===== config.mk =====
export PLATFORM = sky130hd
export DESIGN_NAME = stack_expression_evaluator_top_flat
export DESIGN_NICKNAME = d
export VERILOG_FILES = /design/src/design/see_pkg.sv /design/src/design/see_if.sv /design/src/design/see_serial_alu.sv /design/src/design/stack_expression_evaluator_top.sv /design/src/flat_wrapper.sv
export SDC_FILE = /design/constraint.sdc
export NUM_CORES = 2
export LEC_CHECK = 0
export ABC_AREA = 1
export BUFFER_PORTS_ARGS = -buffer_cell sky130_fd_sc_hd__buf_2
export CAP_MARGIN = 0
export CORE_UTILIZATION = 35
export CTS_BUF_LIST = sky130_fd_sc_hd__clkbuf_4
export CTS_CLUSTER_SIZE = 8
export DETAILED_ROUTE_END_ITERATION = 16
export SLEW_MARGIN = 20
export SYNTH_ARGS = -nofsm -noshare
export SYNTH_HDL_FRONTEND = slang
export SYNTH_SLANG_ARGS = --single-unit

===== constraint.sdc =====
create_clock -name clk -period 8.5 [get_ports clk]
set_input_delay 1.275 -clock clk [delete_from_list [all_inputs] [get_ports clk]]
set_output_delay 1.275 -clock clk [all_outputs]
set_load 0.01 [all_outputs]

===== src/design/see_pkg.sv =====
`timescale 1ns / 1ps
package see_pkg;
  localparam int DEFAULT_STACK_DEPTH = 16;
  localparam int DATA_W = 32;
  localparam int TOKEN_W = 8;
  localparam int ERR_W = 3;

  localparam logic [ERR_W-1:0] ERR_OK        = 3'd0;
  localparam logic [ERR_W-1:0] ERR_UNDERFLOW = 3'd1;
  localparam logic [ERR_W-1:0] ERR_DIV_ZERO  = 3'd2;
  localparam logic [ERR_W-1:0] ERR_BAD_CHAR  = 3'd3;
  localparam logic [ERR_W-1:0] ERR_FULL      = 3'd4;

  localparam logic [TOKEN_W-1:0] CH_PLUS  = 8'h2B;
  localparam logic [TOKEN_W-1:0] CH_MINUS = 8'h2D;
  localparam logic [TOKEN_W-1:0] CH_STAR  = 8'h2A;
  localparam logic [TOKEN_W-1:0] CH_SLASH = 8'h2F;
  localparam logic [TOKEN_W-1:0] CH_PCT   = 8'h25;
  localparam logic [TOKEN_W-1:0] CH_SPACE = 8'h20;
  localparam logic [TOKEN_W-1:0] CH_ZERO  = 8'h30;
  localparam logic [TOKEN_W-1:0] CH_NINE  = 8'h39;

  typedef enum logic [1:0] {
    OP_MUL = 2'd0,
    OP_DIV = 2'd1,
    OP_REM = 2'd2
  } alu_op_t;

  typedef struct packed {
    logic    start;
    alu_op_t op;
  } alu_cmd_t;
endpackage


===== src/design/see_if.sv =====
`timescale 1ns / 1ps
interface see_in_if import see_pkg::*; ();
  logic               valid;
  logic               ready;
  logic [TOKEN_W-1:0] token;
  logic               prefix_order;
  logic               last;
  modport source (output valid, token, prefix_order, last, input ready);
  modport sink   (input valid, token, prefix_order, last, output ready);
endinterface

interface see_out_if import see_pkg::*; ();
  logic                     valid;
  logic                     ready;
  logic signed [DATA_W-1:0] value;
  logic [ERR_W-1:0]         error_code;
  modport source (output valid, value, error_code, input ready);
  modport sink   (input valid, value, error_code, output ready);
endinterface


===== src/design/see_serial_alu.sv =====
`timescale 1ns / 1ps
// bit-serial multiply (shift-add) and restoring divide, one bit per cycle
module see_serial_alu import see_pkg::*; (
  input  logic              clk,
  input  logic              rst_n,
  input  alu_cmd_t          cmd,
  input  logic [DATA_W-1:0] lhs,
  input  logic [DATA_W-1:0] rhs,
  output logic              done,
  output logic [DATA_W-1:0] result
);
  localparam int CNT_W = $clog2(DATA_W + 1);

  logic              busy_r, busy_nxt;
  logic [CNT_W-1:0]  cnt_r, cnt_nxt;
  alu_op_t           op_r, op_nxt;
  logic [DATA_W-1:0] acc_r, acc_nxt;   // product or remainder
  logic [DATA_W-1:0] sh_r, sh_nxt;     // multiplier or quotient
  logic [DATA_W-1:0] d_r, d_nxt;       // multiplicand or divisor magnitude
  logic              nneg_r, nneg_nxt, qneg_r, qneg_nxt;
  logic              done_r, done_nxt;
  logic [DATA_W:0]   trial;
  logic [DATA_W-1:0] lmag, rmag;

  assign lmag  = lhs[DATA_W-1] ? (~lhs + 1'b1) : lhs;
  assign rmag  = rhs[DATA_W-1] ? (~rhs + 1'b1) : rhs;
  assign trial = {acc_r, sh_r[DATA_W-1]} - {1'b0, d_r};

  always_comb begin
    busy_nxt = busy_r; cnt_nxt = cnt_r; op_nxt = op_r;
    acc_nxt = acc_r; sh_nxt = sh_r; d_nxt = d_r;
    nneg_nxt = nneg_r; qneg_nxt = qneg_r; done_nxt = 1'b0;
    if (cmd.start) begin
      busy_nxt = 1'b1;
      cnt_nxt  = CNT_W'(DATA_W);
      op_nxt   = cmd.op;
      acc_nxt  = '0;
      nneg_nxt = lhs[DATA_W-1];
      qneg_nxt = lhs[DATA_W-1] ^ rhs[DATA_W-1];
      if (cmd.op == OP_MUL) begin
        sh_nxt = rhs; d_nxt = lhs;
      end else begin
        sh_nxt = lmag; d_nxt = rmag;
      end
    end else if (busy_r) begin
      if (op_r == OP_MUL) begin
        acc_nxt = (acc_r << 1) + (sh_r[DATA_W-1] ? d_r : '0);
        sh_nxt  = sh_r << 1;
      end else if (!trial[DATA_W]) begin
        acc_nxt = trial[DATA_W-1:0];
        sh_nxt  = {sh_r[DATA_W-2:0], 1'b1};
      end else begin
        acc_nxt = {acc_r[DATA_W-2:0], sh_r[DATA_W-1]};
        sh_nxt  = {sh_r[DATA_W-2:0], 1'b0};
      end
      cnt_nxt = cnt_r - 1'b1;
      if (cnt_r == CNT_W'(1)) begin
        busy_nxt = 1'b0;
        done_nxt = 1'b1;
      end
    end
  end

  always_ff @(posedge clk) begin
    if (!rst_n) begin
      busy_r <= 1'b0; done_r <= 1'b0; cnt_r <= '0; op_r <= OP_MUL;
    end else begin
      busy_r <= busy_nxt; done_r <= done_nxt; cnt_r <= cnt_nxt; op_r <= op_nxt;
    end
    acc_r <= acc_nxt; sh_r <= sh_nxt; d_r <= d_nxt;
    nneg_r <= nneg_nxt; qneg_r <= qneg_nxt;
  end

  always_comb begin
    case (op_r)
      OP_MUL:  result = acc_r;
      OP_DIV:  result = qneg_r ? (~sh_r + 1'b1) : sh_r;
      OP_REM:  result = nneg_r ? (~acc_r + 1'b1) : acc_r;
      default: result = acc_r;
    endcase
  end
  assign done = done_r;
endmodule


===== src/design/stack_expression_evaluator_top.sv =====
`timescale 1ns / 1ps
// Postfix/prefix expression evaluator. One ASCII character per word; digits
// push, + - * / % pop two and push. A digit, a space, a bad character, an
// underflow or any character after an error passes through the accept,
// decode and finish states. + or - and a divide by zero add an operate
// state. * / % with a nonzero divisor add the operate state and then wait on
// the one-bit-per-cycle serial multiply/divide unit until it is done.
// A result word appears only on the last character; it holds the top of
// stack (0 on error) and the first error code. The output register lets the
// next expression start while a result waits; only a last character stalls in
// its finish state until the previous result has been taken. A new character
// is accepted only in the idle state, after the previous one has finished.
module stack_expression_evaluator_top import see_pkg::*; #(
  parameter int STACK_DEPTH = DEFAULT_STACK_DEPTH
) (
  input logic clk,
  input logic rst_n,
  see_in_if.sink    in_ch,
  see_out_if.source out_ch
);
  localparam int SP_W = $clog2(STACK_DEPTH + 1);
  localparam int IX_W = (STACK_DEPTH > 1) ? $clog2(STACK_DEPTH) : 1;

  typedef enum logic [2:0] {
    S_IDLE, S_READ, S_OPER, S_WAIT, S_FIN
  } state_t;

  state_t            state_r;
  logic [SP_W-1:0]   sp_r;
  logic [ERR_W-1:0]  err_r;
  logic [TOKEN_W-1:0] tok_r;
  logic              pre_r, last_r;
  logic [DATA_W-1:0] mem [STACK_DEPTH];
  logic [DATA_W-1:0] top_r, sec_r;      // registered memory reads
  logic [DATA_W-1:0] res_r;
  logic              ov_r;
  logic [DATA_W-1:0] ovalue_r;
  logic [ERR_W-1:0]  oerr_r;
  alu_cmd_t          cmd;
  logic              alu_done;
  logic [DATA_W-1:0] alu_res, lhs, rhs;
  logic              accept;
  logic              out_load;
  logic              is_digit, is_op, is_div;

  assign accept   = in_ch.valid && in_ch.ready;
  assign in_ch.ready = (state_r == S_IDLE);
  assign is_digit = (tok_r >= CH_ZERO) && (tok_r <= CH_NINE);
  assign is_op    = (tok_r == CH_PLUS) || (tok_r == CH_MINUS) || (tok_r == CH_STAR) ||
                    (tok_r == CH_SLASH) || (tok_r == CH_PCT);
  assign is_div   = (tok_r == CH_SLASH) || (tok_r == CH_PCT);
  // prefix order swaps which pop is the left operand
  assign lhs = pre_r ? top_r : sec_r;
  assign rhs = pre_r ? sec_r : top_r;
  // last character loads the output register once it is free or being taken
  assign out_load = (state_r == S_FIN) && last_r && (!ov_r || out_ch.ready);

  always_comb begin
    cmd.start = (state_r == S_OPER) && ((tok_r == CH_STAR) ||
                ((tok_r == CH_SLASH || tok_r == CH_PCT) && rhs != '0));
    case (tok_r)
      CH_STAR:  cmd.op = OP_MUL;
      CH_SLASH: cmd.op = OP_DIV;
      default:  cmd.op = OP_REM;
    endcase
  end

  see_serial_alu u_alu (
    .clk(clk), .rst_n(rst_n), .cmd(cmd), .lhs(lhs), .rhs(rhs),
    .done(alu_done), .result(alu_res)
  );

  // operand stack memory, two registered read ports
  always_ff @(posedge clk) begin
    if (state_r == S_IDLE && accept) begin
      top_r <= mem[IX_W'(sp_r - 1'b1)];
      sec_r <= mem[IX_W'(sp_r - 2'd2)];
    end
    if (state_r == S_READ && err_r == ERR_OK && is_digit && sp_r < SP_W'(STACK_DEPTH))
      mem[IX_W'(sp_r)] <= DATA_W'(tok_r - CH_ZERO);
    else if (state_r == S_FIN && err_r == ERR_OK && is_op)
      mem[IX_W'(sp_r - 2'd2)] <= res_r;
  end

  always_ff @(posedge clk) begin
    if (!rst_n) begin
      state_r <= S_IDLE; sp_r <= '0; err_r <= ERR_OK; ov_r <= 1'b0;
    end else begin
      if (out_load) ov_r <= 1'b1;
      else if (out_ch.valid && out_ch.ready) ov_r <= 1'b0;
      case (state_r)
        S_IDLE: if (accept) state_r <= S_READ;
        S_READ: begin
          if (err_r != ERR_OK || tok_r == CH_SPACE) state_r <= S_FIN;
          else if (is_digit) begin
            if (sp_r >= SP_W'(STACK_DEPTH)) err_r <= ERR_FULL;
            else sp_r <= sp_r + 1'b1;
            state_r <= S_FIN;
          end else if (is_op) begin
            if (sp_r < SP_W'(2)) begin
              err_r <= ERR_UNDERFLOW; state_r <= S_FIN;
            end else state_r <= S_OPER;
          end else begin
            err_r <= ERR_BAD_CHAR; state_r <= S_FIN;
          end
        end
        S_OPER: begin
          if (is_div && rhs == '0) begin
            err_r <= ERR_DIV_ZERO; state_r <= S_FIN;
          end else if (tok_r == CH_PLUS) begin
            res_r <= lhs + rhs; state_r <= S_FIN;
          end else if (tok_r == CH_MINUS) begin
            res_r <= lhs - rhs; state_r <= S_FIN;
          end else state_r <= S_WAIT;
        end
        S_WAIT: if (alu_done) begin
          res_r <= alu_res; state_r <= S_FIN;
        end
        S_FIN: begin
          // waits here only if a previous result is still untaken
          if (!last_r) begin
            if (err_r == ERR_OK && is_op) sp_r <= sp_r - 1'b1;
            state_r <= S_IDLE;
          end else if (out_load) begin
            if (err_r != ERR_OK) begin
              oerr_r <= err_r; ovalue_r <= '0;
            end else if (is_op) begin
              oerr_r <= ERR_OK; ovalue_r <= res_r;
            end else if (sp_r == '0) begin
              oerr_r <= ERR_UNDERFLOW; ovalue_r <= '0;
            end else begin
              oerr_r <= ERR_OK;
              ovalue_r <= is_digit ? DATA_W'(tok_r - CH_ZERO) : top_r;
            end
            sp_r <= '0; err_r <= ERR_OK; state_r <= S_IDLE;
          end
        end
        default: state_r <= S_IDLE;
      endcase
    end
    if (accept) begin
      tok_r <= in_ch.token; pre_r <= in_ch.prefix_order; last_r <= in_ch.last;
    end
  end

  assign out_ch.valid      = ov_r;
  assign out_ch.value      = ovalue_r;
  assign out_ch.error_code = oerr_r;
endmodule


===== src/flat_wrapper.sv =====
// flat-port wrapper written by rule: the top's interface ports become plain ports
module stack_expression_evaluator_top_flat import see_pkg::*;
#(
  parameter int STACK_DEPTH = DEFAULT_STACK_DEPTH
)
  (clk, rst_n, in_ch_valid, in_ch_token, in_ch_prefix_order, in_ch_last, in_ch_ready, out_ch_valid, out_ch_value, out_ch_error_code, out_ch_ready);
  see_in_if in_ch_i ();
  see_out_if out_ch_i ();
  input logic clk;
  input logic rst_n;
  input wire logic [$bits(in_ch_i.valid)-1:0] in_ch_valid;
  input wire logic [$bits(in_ch_i.token)-1:0] in_ch_token;
  input wire logic [$bits(in_ch_i.prefix_order)-1:0] in_ch_prefix_order;
  input wire logic [$bits(in_ch_i.last)-1:0] in_ch_last;
  output wire logic [$bits(in_ch_i.ready)-1:0] in_ch_ready;
  output wire logic [$bits(out_ch_i.valid)-1:0] out_ch_valid;
  output wire logic [$bits(out_ch_i.value)-1:0] out_ch_value;
  output wire logic [$bits(out_ch_i.error_code)-1:0] out_ch_error_code;
  input wire logic [$bits(out_ch_i.ready)-1:0] out_ch_ready;
  assign in_ch_i.valid = in_ch_valid;
  assign in_ch_i.token = in_ch_token;
  assign in_ch_i.prefix_order = in_ch_prefix_order;
  assign in_ch_i.last = in_ch_last;
  assign in_ch_ready = in_ch_i.ready;
  assign out_ch_valid = out_ch_i.valid;
  assign out_ch_value = out_ch_i.value;
  assign out_ch_error_code = out_ch_i.error_code;
  assign out_ch_i.ready = out_ch_ready;
  stack_expression_evaluator_top #(.STACK_DEPTH(STACK_DEPTH)) u_core (.clk(clk), .rst_n(rst_n), .in_ch(in_ch_i), .out_ch(out_ch_i));
endmodule

==> flow_summary.json <==
{
  "finalCritPeriodShare": 0.599,
  "numCtsBuffers": 209,
  "drt_iter0_markers": 5349,
  "cp_cell_sequence": "inv_1, ha_1, nand2_1, nor2_1, nand2_2, inv_4, nor2_4, nand3_1, nand2_1, buf_4, nor2_2, inv_2, o21ai_0, nand2_1, nor2_4, buf_4",
  "clk_latency_ns": 1.24,
  "grt_pass1_vias": 42300,
  "synth-seq-area-share": 0.465,
  "finalSetupTns_ns": 0,
  "power_w": 0.0135,
  "grt_pass1_wl_mm": 257,
  "cp_max_fo": 35,
  "cp_data_required_time_ns": 9.36,
  "cpPeakStageDelay_ns": 0.65,
  "grt_usage": 0.239,
  "arrival_ns": 5.95,
  "tightest_slew_ns": 1.09,
  "die_height_um": 375,
  "pin_count": 51,
  "postCtsHoldBufs": 0,
  "crit_type": "register to register",
  "drc": 0,
  "area_growth_pct": 9.51,
  "hp-class": "primary input to register",
  "globalRouteOverflowTotal": 0,
  "fmax_mhz": 196,
  "cts-root-buf": "clkbuf_4",
  "post_cts_buffers": 0,
  "worstReg2RegStart": "u_core.tok_r[4]",
  "wl_mm": 173,
  "hold_viol_final": 0,
  "tritoncts": "built",
  "synth.avg_cell_area_um2": 7.88,
  "synth_flop_cell": "edfxtp_1",
  "worstSetupStartpoint": "u_core.tok_r[4]",
  "cp-start-kind": "register",
  "synth.top_cell.area_share": 0.443,
  "slowest_stage": "nor2_4",
  "rsz0062_at_grt": "false",
  "hp-start": "in_ch_prefix_order",
  "fp-row-count": 136,
  "synth_seq_cells": 773,
  "cap_violations": 0,
  "die_w_um": 375,
  "clkTransAtPathRegs_ns": 0.07,
  "ant_nets": 0,
  "drive_gt1_frac": 0.0922,
  "dr.pass1.iters": 9,
  "via_per_inst": 5.56,
  "async_flop_share": 0,
  "yosysUniqueCellTypes": 60,
  "vias": 45400,
  "finalSetupViolCount": 0,
  "antenna_found_initial": 10,
  "powerDensity_mw_per_mm2": 253,
  "yosys_warnings": 0,
  "place.gp.congestion": 1.02,
  "grt_max_degree": 231,
  "routedWlPerCell_um": 21.2,
  "yosysMostFrequentCell": "nand2_1",
  "end_kind": "register",
  "maxSlewViolCount": 0,
  "dp_hpwl_mm": 117,
  "ir_drop_v": 0.000144,
  "synth-edff-count": 719,
  "cp_top_family": "simple AND/OR/NAND/NOR gates",
  "min_period_ns": 5.09,
  "synthesis.nets": 6322,
  "coreArea_mm2": 0.138,
  "num-nets-final": 6345,
  "start_util": 0.354,
  "clock_path_buffers": 3,
  "synth.area.top_cells": "edfxtp_1, nand2_1, o21ai_0",
  "max_slew_margin": 0.271,
  "synthTopCellsByCount": "nand2_1, o21ai_0, inv_1",
  "cp_num_buf_inv": 5,
  "status": "completed",
  "fillers": 14200,
  "yosysTopAreaCell": "edfxtp_1",
  "cts_resized": 0,
  "syn_inst": 6187,
  "cts.sinks": 773,
  "io_buffers": 50,
  "leakage_nw": 21.8,
  "cts_htree_levels": 4,
  "dieArea_mm2": 0.141,
  "syn-cell-area_mm2": 0.0488,
  "fin_skew_ns": 0.0999,
  "crit_top_cell": "nand2_1"
}
## layout by cell type (no fill, tap or decap), types with 116 or more instances in the layout
cell type  count
inv_1        719
a21oi_1      460
ha_1         116
clkbuf_4     284
nor2_1       551
nand3_1      414
o21ai_0      851
nand2_1     1240
edfxtp_1     719
o211ai_1     146
## through the flow
| stage | setup slack [ns] | std cells | hold slack [ns] | utilization | instance area, um2 |
|---|---|---|---|---|---|
| after floorplan | 3.60 | 6187 | 0.441 | - | 48800 |
| final | 3.41 | 8166 | 0.302 | 0.388 | 53400 |
| after global routing | 2.96 | 8163 | 0.241 | 0.388 | 53400 |
| after detailed placement | 3.45 | 7793 | 0.424 | 0.369 | 50800 |
| after CTS | 3.46 | 8153 | 0.215 | 0.387 | 53400 |
| after global placement | 3.50 | 7793 | 0.420 | 0.369 | 50800 |
## flip-flops by register name, indices dropped and copies added (netlist names), 2 cells and up
signal,cells
u_core.res_r,32
u_core.mem,512
u_core.u_alu.d_r,32
u_core.sec_r,32
u_core.out_ch.error_code,3
u_core.tok_r,8
u_core.u_alu.cnt_r,6
u_core.u_alu.op_r,2
u_core.out_ch.value,32
u_core.err_r,3
u_core.u_alu.acc_r,32
u_core.sp_r,5
u_core.u_alu.sh_r,32
u_core.state_r,3
u_core.top_r,32
## per-layer routing
metal	wire length (um)	track usage	part of all wire
met5	48	0	0.00028
met4	6740	0.102	0.039
met3	14800	0.0399	0.085
met2	79300	0.389	0.46
met1	71900	0.313	0.42
## path summary, 6_finish.rpt
path,cells past startpoint,to,slack (ns)
worst max-delay path,16,u_core.mem[10][13],3.41
worst min-delay path,1,u_core.pre_r,0.30
worst max register to register,16,u_core.mem[10][13],3.41
worst min register to register,0,u_core.out_ch.error_code[1],0.44
## worst reg2reg max path: cells and delay by family, from the launching register on
family / cells / cell delay, ns
AO/OA/AOI/OAI: 1 / 0.33
flip-flops: 1 / 0.45
AND/OR/NAND/NOR: 9 / 2.54
adder cells (fa/ha/maj): 1 / 0.15
buffers and inverters: 5 / 1.30
## cell families after synthesis
logic type | Yosys count | synth area share
buf+inv | 1073 | 0.0866
simple gates | 2420 | 0.207
xor+xnor | 57 | 0.0102
flops | 773 | 0.465
mux | 2 | 0.000410
compound gates | 1741 | 0.199
fa+ha+maj | 121 | 0.0315
## report_power, final
part	internal (W)	total [W]	switching, W
Combinational	0.00150	0.00541	0.00391
Clock	0.00165	0.00334	0.00169
Sequential	0.00454	0.00476	0.000219
Total	0.00769	0.0135	0.00582
## layout make-up
type                    count  area [um2]  area share
diodes                     13        32.5    0.000609
inverters                 739        2790      0.0523
clock inverters            76         458     0.00857
repair buffers            146         996      0.0186
clock buffers             284        2130      0.0399
flip-flops and latches    773       22700       0.425
multi-input cells        4341       22100       0.413
well taps                1794        2240      0.0420
Power figures use the tool's default switching activity.
